--- config.mk ---
export PLATFORM = sky130hd
export DESIGN_NAME = digit_frame_receiver
export DESIGN_NICKNAME = d
export VERILOG_FILES = /design/src/hw/rtl/dfr_pkg.sv /design/src/hw/rtl/digit_frame_receiver.sv
export SDC_FILE = /design/constraint.sdc
export NUM_CORES = 1
export LEC_CHECK = 0
export BUFFER_PORTS_ARGS = -buffer_cell sky130_fd_sc_hd__buf_2
export CAP_MARGIN = 20
export CORE_MARGIN = 8
export CORE_UTILIZATION = 60
export CTS_BUF_LIST = sky130_fd_sc_hd__clkbuf_8
export CTS_CLUSTER_DIAMETER = 100
export CTS_CLUSTER_SIZE = 30
export DETAILED_ROUTE_END_ITERATION = 6
export PLACE_DENSITY = 0.79
export SYNTH_ARGS = -nofsm -noshare
export SYNTH_HDL_FRONTEND = slang
export SYNTH_SLANG_ARGS = --single-unit
--- constraint.sdc ---
create_clock -name clk -period 16.7 [get_ports clk]
set_input_delay 1.67 -clock clk [delete_from_list [all_inputs] [get_ports clk]]
set_output_delay 1.67 -clock clk [all_outputs]
set_load 0.02 [all_outputs]
--- src/hw/rtl/dfr_pkg.sv ---
// Shared types and constants for the digit frame receiver.
// No dependencies.
package dfr_pkg;

  localparam int DIGIT_SLOTS_DEF = 4;
  localparam int OUT_DIGITS      = 4;
  localparam int CTR_W           = 32;
  localparam int ADDR_W          = 4;
  localparam int DATA_W          = 32;

  localparam logic [7:0] HEAD_BYTE_RST   = 8'd18;
  localparam logic [7:0] TAIL_BYTE_RST   = 8'd91;
  localparam logic [3:0] DIGIT_LIMIT_RST = 4'd8;

  typedef logic [1:0] reg_idx_t;
  localparam reg_idx_t REG_HEAD_BYTE   = 2'd0;
  localparam reg_idx_t REG_TAIL_BYTE   = 2'd1;
  localparam reg_idx_t REG_DIGIT_LIMIT = 2'd2;

  typedef struct packed {
    logic                        frame_done;
    logic                        ack_result;
    logic                        pending;
    logic [2:0]                  digit_count;
    logic [OUT_DIGITS-1:0][3:0]  digits;
    logic [CTR_W-1:0]            frames_received;
    logic [CTR_W-1:0]            errors_seen;
  } result_t;

endpackage

--- src/hw/rtl/digit_frame_receiver.sv ---
// Digit frame receiver: parses head/count/digits/check/tail byte frames.
// Depends on dfr_pkg.
// An accepted item's result is registered in the output register or the skid.
// Throughput: 1 item per cycle while in_stall is low; a two-entry output
// buffer (register plus skid) takes one more item after the output stalls.
// Reset (rst, synchronous): parser hunting for a head, counters, pending flag
// and published digits cleared, registers back to 18 / 91 / 8.
module digit_frame_receiver #(
  parameter int DIGIT_SLOTS = dfr_pkg::DIGIT_SLOTS_DEF
) (
  input  logic                       clk,
  input  logic                       rst,
  input  logic                       in_valid,
  output logic                       in_stall,
  input  logic                       command,
  input  logic [7:0]                 rx_byte,
  output logic                       out_valid,
  input  logic                       out_stall,
  output logic                       frame_done,
  output logic                       ack_result,
  output logic                       pending,
  output logic [2:0]                 digit_count,
  output logic [3:0]                 digit_0,
  output logic [3:0]                 digit_1,
  output logic [3:0]                 digit_2,
  output logic [3:0]                 digit_3,
  output logic [dfr_pkg::CTR_W-1:0]  frames_received,
  output logic [dfr_pkg::CTR_W-1:0]  errors_seen,
  input  logic                       psel,
  input  logic                       penable,
  input  logic                       pwrite,
  input  logic [dfr_pkg::ADDR_W-1:0] paddr,
  input  logic [dfr_pkg::DATA_W-1:0] pwdata,
  output logic [dfr_pkg::DATA_W-1:0] prdata,
  output logic                       pready
);
  import dfr_pkg::*;

  localparam int CNT_W = $clog2(DIGIT_SLOTS + 1);
  localparam logic [CNT_W-1:0] LAST_SLOT  = CNT_W'(DIGIT_SLOTS - 1);
  localparam logic [7:0]       BYTE_SLOTS = 8'(DIGIT_SLOTS);

  typedef enum logic [2:0] {
    PH_HUNT,
    PH_COUNT,
    PH_DIGITS,
    PH_CHECK,
    PH_TAIL
  } phase_t;

  // config registers
  logic [7:0] head_byte;
  logic [7:0] tail_byte;
  logic [3:0] digit_limit;
  reg_idx_t   reg_idx;
  logic       cfg_wr;

  assign pready  = 1'b1;
  assign reg_idx = paddr[ADDR_W-1:2];
  assign cfg_wr  = psel && penable && pwrite;

  always_ff @(posedge clk) begin
    if (rst) begin
      head_byte   <= HEAD_BYTE_RST;
      tail_byte   <= TAIL_BYTE_RST;
      digit_limit <= DIGIT_LIMIT_RST;
    end else if (cfg_wr) begin
      case (reg_idx)
        REG_HEAD_BYTE:   head_byte   <= pwdata[7:0];
        REG_TAIL_BYTE:   tail_byte   <= pwdata[7:0];
        REG_DIGIT_LIMIT: digit_limit <= pwdata[3:0];
        default: ;
      endcase
    end
  end

  always_comb begin
    unique case (reg_idx)
      REG_HEAD_BYTE:   prdata = DATA_W'(head_byte);
      REG_TAIL_BYTE:   prdata = DATA_W'(tail_byte);
      REG_DIGIT_LIMIT: prdata = DATA_W'(digit_limit);
      default:         prdata = '0;
    endcase
  end

  // parser state
  phase_t           phase, phase_next;
  logic [CNT_W-1:0] slot, slot_next;
  logic [7:0]       rxor, rxor_next;
  logic [CNT_W-1:0] fcnt, fcnt_next;
  logic [3:0]       fdig [DIGIT_SLOTS];
  logic [3:0]       fdig_next [DIGIT_SLOTS];
  logic [CNT_W-1:0] scnt, scnt_next;
  logic [3:0]       sdig [DIGIT_SLOTS];
  logic [3:0]       sdig_next [DIGIT_SLOTS];
  logic [CTR_W-1:0] good, good_next;
  logic [CTR_W-1:0] bad, bad_next;
  logic             pend, pend_next;
  logic             done, ack, err;
  logic             slot_used, digit_ok;

  assign slot_used = slot < fcnt;
  assign digit_ok  = slot_used ? (rx_byte != 8'd0 && rx_byte <= {4'd0, digit_limit})
                               : (rx_byte == 8'd0);

  always_comb begin
    phase_next = phase;
    slot_next  = slot;
    rxor_next  = rxor;
    fcnt_next  = fcnt;
    fdig_next  = fdig;
    scnt_next  = scnt;
    sdig_next  = sdig;
    good_next  = good;
    bad_next   = bad;
    pend_next  = pend;
    done       = 1'b0;
    ack        = 1'b0;
    err        = 1'b0;
    if (command) begin
      ack       = pend;
      pend_next = 1'b0;
    end else begin
      unique case (phase)
        PH_HUNT: begin
          if (rx_byte == head_byte && !pend) phase_next = PH_COUNT;
        end
        PH_COUNT: begin
          if (rx_byte <= BYTE_SLOTS) begin
            fcnt_next  = rx_byte[CNT_W-1:0];
            rxor_next  = rx_byte;
            slot_next  = '0;
            phase_next = PH_DIGITS;
          end else begin
            err = 1'b1;
          end
        end
        PH_DIGITS: begin
          if (digit_ok) begin
            for (int k = 0; k < DIGIT_SLOTS; k++) begin
              if (slot == CNT_W'(k)) fdig_next[k] = rx_byte[3:0];
            end
            slot_next = slot + CNT_W'(1);
            rxor_next = rxor ^ rx_byte;
            if (slot == LAST_SLOT) phase_next = PH_CHECK;
          end else begin
            err = 1'b1;
          end
        end
        PH_CHECK: begin
          if (rx_byte == rxor) phase_next = PH_TAIL;
          else err = 1'b1;
        end
        PH_TAIL: begin
          if (rx_byte == tail_byte) begin
            scnt_next = fcnt;
            for (int k = 0; k < DIGIT_SLOTS; k++) begin
              if (CNT_W'(k) < fcnt) sdig_next[k] = fdig[k];
            end
            good_next  = good + CTR_W'(1);
            pend_next  = 1'b1;
            phase_next = PH_HUNT;
            done       = 1'b1;
          end else begin
            err = 1'b1;
          end
        end
        default: phase_next = PH_HUNT;
      endcase
      if (err) begin
        bad_next   = bad + CTR_W'(1);
        phase_next = (rx_byte == head_byte) ? PH_COUNT : PH_HUNT;
      end
    end
  end

  // published digits, positions past the slot count read 0
  logic [OUT_DIGITS-1:0][3:0] sdig_out;
  for (genvar g = 0; g < OUT_DIGITS; g++) begin : g_out
    if (g < DIGIT_SLOTS) begin : g_used
      assign sdig_out[g] = sdig_next[g];
    end else begin : g_zero
      assign sdig_out[g] = 4'd0;
    end
  end

  result_t res_next;
  always_comb begin
    res_next.frame_done      = done;
    res_next.ack_result      = ack;
    res_next.pending         = pend_next;
    res_next.digit_count     = 3'(scnt_next);
    res_next.digits          = sdig_out;
    res_next.frames_received = good_next;
    res_next.errors_seen     = bad_next;
  end

  // handshake and output buffer
  logic    accept, out_fire;
  logic    skid_valid;
  result_t main_res, skid_res;

  assign in_stall = skid_valid;
  assign accept   = in_valid && !skid_valid;
  assign out_fire = out_valid && !out_stall;

  always_ff @(posedge clk) begin
    if (rst) begin
      phase <= PH_HUNT;
      slot  <= '0;
      rxor  <= '0;
      fcnt  <= '0;
      scnt  <= '0;
      good  <= '0;
      bad   <= '0;
      pend  <= 1'b0;
      for (int k = 0; k < DIGIT_SLOTS; k++) begin
        fdig[k] <= '0;
        sdig[k] <= '0;
      end
    end else if (accept) begin
      phase <= phase_next;
      slot  <= slot_next;
      rxor  <= rxor_next;
      fcnt  <= fcnt_next;
      scnt  <= scnt_next;
      good  <= good_next;
      bad   <= bad_next;
      pend  <= pend_next;
      fdig  <= fdig_next;
      sdig  <= sdig_next;
    end
  end

  always_ff @(posedge clk) begin
    if (rst) begin
      out_valid  <= 1'b0;
      skid_valid <= 1'b0;
    end else if (skid_valid) begin
      if (out_fire) begin
        main_res   <= skid_res;
        skid_valid <= 1'b0;
      end
    end else if (accept) begin
      if (!out_valid || out_fire) begin
        main_res  <= res_next;
        out_valid <= 1'b1;
      end else begin
        skid_res   <= res_next;
        skid_valid <= 1'b1;
      end
    end else if (out_fire) begin
      out_valid <= 1'b0;
    end
  end

  assign frame_done      = main_res.frame_done;
  assign ack_result      = main_res.ack_result;
  assign pending         = main_res.pending;
  assign digit_count     = main_res.digit_count;
  assign digit_0         = main_res.digits[0];
  assign digit_1         = main_res.digits[1];
  assign digit_2         = main_res.digits[2];
  assign digit_3         = main_res.digits[3];
  assign frames_received = main_res.frames_received;
  assign errors_seen     = main_res.errors_seen;

  a_skid_behind_main: assert property (@(posedge clk) disable iff (rst)
    skid_valid |-> out_valid)
    else $error("skid entry held without a result in the output register");

  a_skid_only_on_stall: assert property (@(posedge clk) disable iff (rst)
    $rose(skid_valid) |-> $past(out_valid && out_stall))
    else $error("skid filled while output was not stalled");

  a_done_sets_pending: assert property (@(posedge clk) disable iff (rst)
    out_valid && frame_done |-> pending && !ack_result)
    else $error("published frame without pending flag");

  a_good_count_step: assert property (@(posedge clk) disable iff (rst)
    accept |=> good == $past(good) + CTR_W'($past(done)))
    else $error("good frame counter out of step with frame_done");

  a_ack_clears: assert property (@(posedge clk) disable iff (rst)
    accept && command |=> !pend)
    else $error("acknowledge did not clear pending flag");

endmodule

Word-level counts from Yosys, hierarchy flattened
Cells that the tools add are included.
Cells by class
  bitwise gates (word level): 5
  reduce and logical (&&, ||, !) cells: 33
  eq/ne operators: 22
  add/sub/neg operators: 3
  $lt $le $gt $ge: 7
  mux-type cells: 56
Operators with widths (number)
  $mux 86: 4
  $mux 32: 5
  $add 32x1->32 const B: 2
  $mux 16: 3
  $mux 3: 12
  $reduce_and 5->1: 5
  $eq 8x8->1: 3
  $pmux 8 s3: 1
  $mux 1: 21
  $ne 3x3->1 const B: 6
  $mux 4: 4
  $mux 8: 2
  $pmux 8 s2: 1
  $pmux 3 s5: 1
  $eq 3x2->1 const B: 4
  $reduce_and 4->1: 3
  $le 8x3->1 const B: 1
  $le 8x4->1: 1
  $logic_not 8->1: 1
  $reduce_and 8->1: 1
  $reduce_bool 2->1: 4
  $reduce_bool 8->1: 1
  $xor 8x8->8: 1
  $eq 3x1->1 const B: 2
  19 further kinds: 37
Word-level totals
  bits in registers: 311
  logic and storage cells: 167
  output and inout bits: 121
  input port bits: 52

Depth between registers and ports, before layout
Gate-level depths: netlist (run 1).
  depth after elaboration: 11
  gate-level depth with buffers: 12
  mapped depth without buffers: 9

Least setup slack after synthesis (run 1)
Ideal clock, no wire load.
  path type: input-to-reg
  start: input port in_valid
  end: register main_res, in the netlist ack_result, enable pin
  stages: 4
  required time: 16.033 ns
  path buffers: 2
  arrival time: 8.636 ns
  library setup time: 0.667 ns
  path slack: 7.397 ns
  cell sequence: nand2b_1 > clkbuf_1 > clkbuf_1 > a221oi_1
On the way
  cells in the longest elaborated chain, start to end: 3
Ends and longest elaborated chain
  start: declaration: RTL line digit_frame_receiver.sv:13  | input logic in_valid,
  $logic_and 1x1->1: RTL line digit_frame_receiver.sv:204  | assign accept = in_valid && !skid_valid;
  $reduce_bool 2->1 (no source line)
  $reduce_and 4->1 (no source line)
  end signal: assignment: RTL line digit_frame_receiver.sv:241  | main_res <= skid_res;
  end signal: assignment: RTL line digit_frame_receiver.sv:246  | main_res <= res_next;
  end: declaration: RTL line digit_frame_receiver.sv:201  | result_t main_res, skid_res;
Every way passes these cells.
A chain may end at the register's enable or synchronous reset.

Worst setup path in the final report (run 1)
  start: input port paddr[2] (netlist name)
  end: output port prdata[0] (netlist name)
On the way
  cells in the longest elaborated chain, start to end: 2
  elaborated cells between the ends (all ways): 4
  classes of those cells: eq/ne: 2; mux: 1; reduce/logical: 1
Ends and longest elaborated chain
  start: declaration: RTL line digit_frame_receiver.sv:32  | input logic [dfr_pkg::ADDR_W-1:0] paddr,
  $eq 2x2->1 (tied with other cells): RTL line digit_frame_receiver.sv:78  | unique case (reg_idx)
  $pmux 8 s3 *: RTL line digit_frame_receiver.sv:78
  end: declaration: RTL line digit_frame_receiver.sv:34  | output logic [dfr_pkg::DATA_W-1:0] prdata,
Every way passes the cells marked *; elsewhere a longest branch is shown, timed or not.

==> results.yml, run 1 <==
placement:
  dpl.hpwl_um: 18800
  dp.cells: 1716
  port_buffers: 121
  gp_congestion: 0.820
yosys:
  ys_seq_elements: 311
  yosys_warnings: 0
  synthFlopType: "edfxtp_1"
  synth-edff-count: 172
  netlist-cell-type-count: 72
  synth_compound_area_share_pct: 8.24
  synth_top_family_by_area: "simple AND/OR/NAND/NOR gates"
  synth.avg_cell_area_um2: 10.8
  synthSimpleGateAreaFrac_pct: 17.4
  synthAdderAreaFrac_pct: 1.13
  synthArstFlopShare_pct: 0
  synthXorXnorAreaFrac_pct: 4.97
  yosysSeqAreaShare_pct: 55.0
  syn_area_um2: 14500
  synth.area.mux_share_pct: 9.18
  syn_inst: 1334
die:
  start_util_pct: 60.3
  die-area_um2: 29300
  rows: 57
  core_area_um2: 24000
  ios: 173
  die_y_um: 171
  die_w_um: 171
critical_path:
  cp.arrival_ns: 2.56
  startpoint_type: "input pin"
  worstPathMaxFanout: 12
  cpMostUsedCell: "buf_2"
  end_kind: "output pin"
  critPathKind: "in -> out"
  crit_required_ns: 15.03
  worst_path_max_delay_cell: "nor2b_1"
  critPathMaxStageDelay_ns: 0.29
  cp_cell_sequence: "buf_2, nor2b_1, nand2_1, o21ai_0, buf_2"
clock_network:
  root_buffer: "clkbuf_8"
  postCtsSetupBuffers: 0
  cts.htree.levels: 1
  path_clk_slew_ns: 0.16
  cts_max_path_buffers: 3
  hold_buffers: 0
  ctsResizeCount: 0
  numCtsBuffers: 14
  clk_latency_ns: 0.56
  cts_tree: "yes"
  cts_sinks: 311
grt:
  grt_pass1_wl_um: 45600
  antenna_found_initial: 0
  grtUsageTotal_pct: 18.6
  grt_overflow: 0
  grt_max_degree: 95
  first_global_vias: 9226
power_and_ir_drop:
  power.switching_uw: 286
  p_int_uw: 949
  pwr-share-clk_pct: 26.4
  p_seq_share_pct: 66.6
  p_leak_uw: 0.00591
  powerDensity_nw_per_um2: 80.1
  vdd_drop_max_v: 0.0000534
  power_frac_comb_pct: 7.0
  p_total_uw: 1240
  swShare_pct: 23.2
timing:
  timing.final.crit_share_pct: 25.4
  fin_tns_setup_ns: 0
  clock_skew_ns: 0.0350
  hold-worst-slack_ns: 0.467
  drv_slew: 0
  final_hold_viol_count: 0
  fmax_mhz: 236
  rsz0062_at_grt: "no"
  layout_min_cycle_time_ns: 4.23
  max-slew-margin-rel_pct: 29.2
  tightest_slew_ns: 1.05
  setup_viol: 0
routing:
  ant_nets: 0
  vias: 9855
  routed_wl_um: 27700
  vias_per_cell: 5.66
  drt-initial-drc-count: 721
  first_pass_iters: 5
  drc: 0
  wl_per_cell_um: 15.9
cells_and_area:
  nets: 1473
  area_growth_pct: 6.75
  drive_gt1_share_pct: 18.1
  layout_common_cells: "edfxtp_1 (172), nor2_1 (142), dfxtp_1 (139)"
  mostFrequentLayoutCell: "edfxtp_1"
  final_cells: 1740
  diodes: 0
worst_hold_path:
  hp-class: "reg -> reg"
run:
  maxCapViolations: 0
outcome:
  run_status: "completed"
cell usage after synthesis (16+ instances only):
| cell | instances | share of area, % |
|---|---|---|
| clkbuf_1 | 52 | 1.4 |
| xnor2_1 | 39 | 2.4 |
| mux2_2 | 67 | 5.2 |
| or3_1 | 56 | 2.4 |
| dfxtp_1 | 139 | 19 |
| nor2_1 | 142 | 3.7 |
| a31oi_1 | 33 | 1.4 |
| nor3_1 | 22 | 0.76 |
| nand3_1 | 39 | 1.4 |
| buf_4 | 29 | 1.5 |
| o21ai_0 | 41 | 1.4 |
| a21oi_1 | 57 | 2.0 |
| o21ai_1 | 18 | 0.62 |
| o31ai_1 | 16 | 0.83 |
| nand2_1 | 113 | 2.9 |
| xor2_1 | 43 | 2.6 |
| or4_1 | 16 | 0.83 |
| nand4_1 | 16 | 0.69 |
| mux2i_1 | 50 | 3.5 |
| edfxtp_1 | 172 | 36 |
worst max-delay path: cells and delay by family:
kind | cells | cell delay (ns)
buffers and inverters | 2 | 0.42
AND/OR/NAND/NOR | 2 | 0.37
AO/OA/AOI/OAI | 1 | 0.10
state kept, by name (all words and copies together), names as in the netlist, 8 cells and up:
signal,flops
bad,32
skid_res,86
frames_received,32
head_byte,8
fdig,16
good,32
errors_seen,32
tail_byte,8
rxor,8
sdig,16
power by group through the flow:
stage	logic (uW)	registers (uW)	clock network, uW
after floorplan	50.2	856	0
after global placement	85.0	840	0
after detailed placement	86.5	840	0
after CTS	86.7	823	339
after global routing	92.5	825	361
final	86.1	823	326
final cells by class:
cell class	instances	area, um^2
clock inverters	8	68.8
inverters	18	70.1
fillers	1934	8530
well taps	324	405
repair buffers	131	691
flip-flops and latches	311	7950
clock buffers	16	220
multi-input cells	932	6030
through the flow:
stage	worst slack, ns	util [%]	cell area, um^2
3_3_place_gp	12.00	63.1	15100
3_5_place_dp	11.97	63.2	15100
5_1_grt	12.33	64.4	15400
4_1_cts	12.47	64.4	15400
6_report	12.47	64.4	15400
2_1_floorplan	7.40	-	14500
final timing paths:
kind,start,end,slack [ns],cells after the start
setup reg to reg,fcnt[2]$_SDFFE_PP0P_,errors_seen[1]$_DFFE_PP_,13.02,9
setup / recovery,paddr[2],prdata[0],12.47,5
hold / removal,sdig[3]$_SDFFE_PP0P_,sdig[3]$_SDFFE_PP0P_,0.47,2
hold reg to reg,sdig[3]$_SDFFE_PP0P_,sdig[3]$_SDFFE_PP0P_,0.47,2
metal layers:
metal	global-route usage (%)	part of all wire (%)	up-vias	wire length, um
li1	-	-	4890	-
met1	25.5	47	4719	13000
met2	31.3	47	220	13000
met3	2.50	5.0	26	1400
met4	4.01	1.2	0	342
met5	0	0	-	0
kinds of logic (layout without fill, tap and decap cells):
group | Yosys count | after routing
AO/OA/AOI/OAI | 196 | 196
XOR/XNOR | 82 | 82
adder cells (fa/ha/maj) | 13 | 13
buffers and inverters | 114 | 173
flip-flops | 311 | 311
multiplexers | 122 | 122
other | 2 | 25
AND/OR/NAND/NOR | 494 | 494
Power figures use the tool's default switching activity.
==> inputs of run 2 (changes only) <==
--- a/config.mk
+++ b/config.mk
@@ -5,15 +5,16 @@
 export SDC_FILE = /design/constraint.sdc
 export NUM_CORES = 1
 export LEC_CHECK = 0
+export ABC_AREA = 1
 export BUFFER_PORTS_ARGS = -buffer_cell sky130_fd_sc_hd__buf_2
 export CAP_MARGIN = 20
 export CORE_MARGIN = 8
-export CORE_UTILIZATION = 60
+export CORE_UTILIZATION = 55
 export CTS_BUF_LIST = sky130_fd_sc_hd__clkbuf_8
 export CTS_CLUSTER_DIAMETER = 100
 export CTS_CLUSTER_SIZE = 30
 export DETAILED_ROUTE_END_ITERATION = 6
-export PLACE_DENSITY = 0.79
+export PLACE_DENSITY = 0.76
 export SYNTH_ARGS = -nofsm -noshare
 export SYNTH_HDL_FRONTEND = slang
 export SYNTH_SLANG_ARGS = --single-unit
==> constraint.sdc (replaced) <==
create_clock -name clk -period 3.8 [get_ports clk]
set_input_delay 0.38 -clock clk [delete_from_list [all_inputs] [get_ports clk]]
set_output_delay 0.38 -clock clk [all_outputs]
set_load 0.02 [all_outputs]
==> results.yml, run 2 <==
timing:
  fin_tns_setup_ns: 0
  final_hold_viol_count: 0
  fmax_mhz: 315
  drv_slew: 0
  tightest_slew_ns: 1.07
  rsz0062_at_grt: "no"
  clock_skew_ns: 0.0382
  setup_viol: 0
  max-slew-margin-rel_pct: 28.5
  timing.final.crit_share_pct: 83.5
  layout_min_cycle_time_ns: 3.17
die:
  rows: 60
  die_w_um: 181
  core_area_um2: 26800
  start_util_pct: 55.7
  die-area_um2: 32700
  ios: 173
  die_y_um: 181
placement:
  port_buffers: 121
  post_dp_cell_area_um2: 15600
  gp_congestion: 0.914
  dpl.hpwl_um: 21900
critical_path:
  r2r_slack_ns: 0.63
  rr_worst_depth: 15
  end_kind: "flop"
  critPathKind: "reg -> reg"
  r2r_start: "fcnt[1]$_SDFFE_PP0P_"
  crit_required_ns: 4.12
  r2r-end: "errors_seen[2]$_DFFE_PP_"
  startpoint_type: "flop"
  cp.arrival_ns: 3.49
  worstPathMaxFanout: 28
grt:
  grt_overflow: 0
  grt_max_degree: 101
  first_global_vias: 11100
  grtUsageTotal_pct: 19.5
  grt_pass1_wl_um: 54000
  antenna_found_initial: 1
clock_network:
  root_buffer: "clkbuf_8"
  cts.htree.levels: 1
  postCtsSetupBuffers: 0
  numCtsBuffers: 14
  path_clk_slew_ns: 0.18
  hold_buffers: 0
  cts_tree: "yes"
  ctsResizeCount: 0
  cts_max_path_buffers: 3
  cts_sinks: 311
  clk_latency_ns: 0.57
cells_and_area:
  multi_input_area_um2: 5580
  drive_gt1_share_pct: 9.02
  regArea_um2: 7950
  diodes: 0
  mostFrequentLayoutCell: "nand2_1"
  stdcell_area_um2: 15900
  nets: 1987
  largest_reg_flops: 86
  area_growth_pct: 6.65
  fillers: 2333
  layout_common_cells: "nand2_1 (517), inv_1 (260), edfxtp_1 (172)"
  top_register: "skid_res"
yosys:
  netlist-cell-type-count: 42
  synthTopCellsByCount: "nand2_1 (518), inv_1 (254), edfxtp_1 (172)"
  syn_inst: 1848
  ys_seq_elements: 311
  yosysTopAreaCellShare_pct: 34.6
  synth.avg_cell_area_um2: 8.07
  yosysSeqAreaShare_pct: 53.3
  syn_area_um2: 14900
  synthFlopType: "edfxtp_1"
  synth_area_leader_cell: "edfxtp_1"
  synth.most_common_cell: "nand2_1"
  synth-edff-count: 172
  yosys_warnings: 0
  synthArstFlopShare_pct: 0
  synth_area_leaders: "edfxtp_1 (35%), dfxtp_1 (19%), nand2_1 (13%)"
routing:
  drt-initial-drc-count: 900
  first_pass_iters: 5
  drc: 0
  vias_per_cell: 5.18
  routed_wl_um: 32400
  ant_nets: 0
  wl_per_cell_um: 14.3
  vias: 11800
worst_hold_path:
  whs_endpoint: "tail_byte[1]$_SDFFE_PP1P_"
  hp-class: "in -> reg"
  holdPathStages: 3
  min_from: "pwdata[1]"
power_and_ir_drop:
  p_leak_uw: 0.00719
  vdd_drop_max_v: 0.000238
  powerDensity_nw_per_um2: 372
outcome:
  run_status: "completed"
run:
  maxCapViolations: 0
-- run 2: cell types whose count changed after synthesis, moves of 45 or more --
cell and delta:
nand3_1 +72, a21oi_1 +57, mux2i_1 -50, o21ai_0 +45, inv_1 +239, or3_1 -56
nand2_1 +405, mux2_2 -67
-- run 2: layout make-up --
cell class	instances	area share, %
Tap cell	341	2.68
Sequential cell	311	49.9
Multi-Input combinational cell	1200	35.0
Inverter	260	6.13
Clock inverter	9	0.314
Clock buffer	15	1.30
Timing Repair Buffer	135	4.59
-- run 2: how the worst max path moves through the flow --
stage,endpoint,cells past startpoint,start,slack (ns)
after floorplan,ack_result$_DFFE_PP_,8,in_stall$_SDFF_PP0_,0.003
after global placement,errors_seen[15]$_DFFE_PP_,15,rx_byte[3],0.57
after detailed placement,errors_seen[15]$_DFFE_PP_,15,rx_byte[3],0.55
after CTS,errors_seen[2]$_DFFE_PP_,15,fcnt[1]$_SDFFE_PP0P_,0.72
after global routing,errors_seen[2]$_DFFE_PP_,15,fcnt[1]$_SDFFE_PP0P_,0.31
final,errors_seen[2]$_DFFE_PP_,15,fcnt[1]$_SDFFE_PP0P_,0.63
-- run 2: report_power, final --
part	switching (uW)	internal [uW]	leakage, uW
sequential	76.3	3710	0.00275
clock	995	385	0.000155
combinational	531	215	0.00428
-- run 2: through the flow --
stage | utilization (%) | instances | hold slack (ns) | power (uW) | setup slack (ns)
CTS | 59.3 | 2270 | 0.00381 | 5960 | 0.724
floorplan | - | 1871 | 0.424 | 4420 | 0.00315
finish | 59.4 | 2271 | 0.0345 | 5910 | 0.625
detailed placement | 58.3 | 2246 | 0.437 | 4610 | 0.547
global route | 59.4 | 2271 | 0.0272 | 6160 | 0.306
global placement | 58.3 | 2246 | 0.436 | 4580 | 0.570
-- run 2: critical path, cell delays in order (launching register included) --
cell and delay, ns:
dfxtp_1 0.41, inv_1 0.10, ha_1 0.28, nand2_1 0.07
inv_1 0.03, nand2_1 0.04, nand2_1 0.06, nor2_1 0.12
nand2_1 0.08, nand3_1 0.12, nand4_1 0.72, buf_4 0.54
nand3_1 0.13, nand2_1 0.08, nand2_1 0.06, nand2_1 0.06
-- run 2: layer usage --
| metal | part of all wire (%) | routed length (um) | up-vias | GRT usage (%) |
|---|---|---|---|---|
| met5 | 0.040 | 13 | - | 0 |
| met4 | 2.2 | 700 | 2 | 5.69 |
| met3 | 6.1 | 1980 | 40 | 3.35 |
| met2 | 46 | 14800 | 310 | 32.3 |
| met1 | 46 | 14900 | 5351 | 25.8 |
| li1 | - | - | 6070 | - |
-- run 2: cells by family after synthesis --
kind of cell / after synthesis / synth area share, %
adder cells (fa/ha/maj): 13 / 1.09
XOR/XNOR: 29 / 1.70
AO/OA/AOI/OAI: 278 / 9.91
buffers and inverters: 360 / 10.1
other: 2 / 0.0503
flip-flops: 311 / 53.3
AND/OR/NAND/NOR: 855 / 23.9
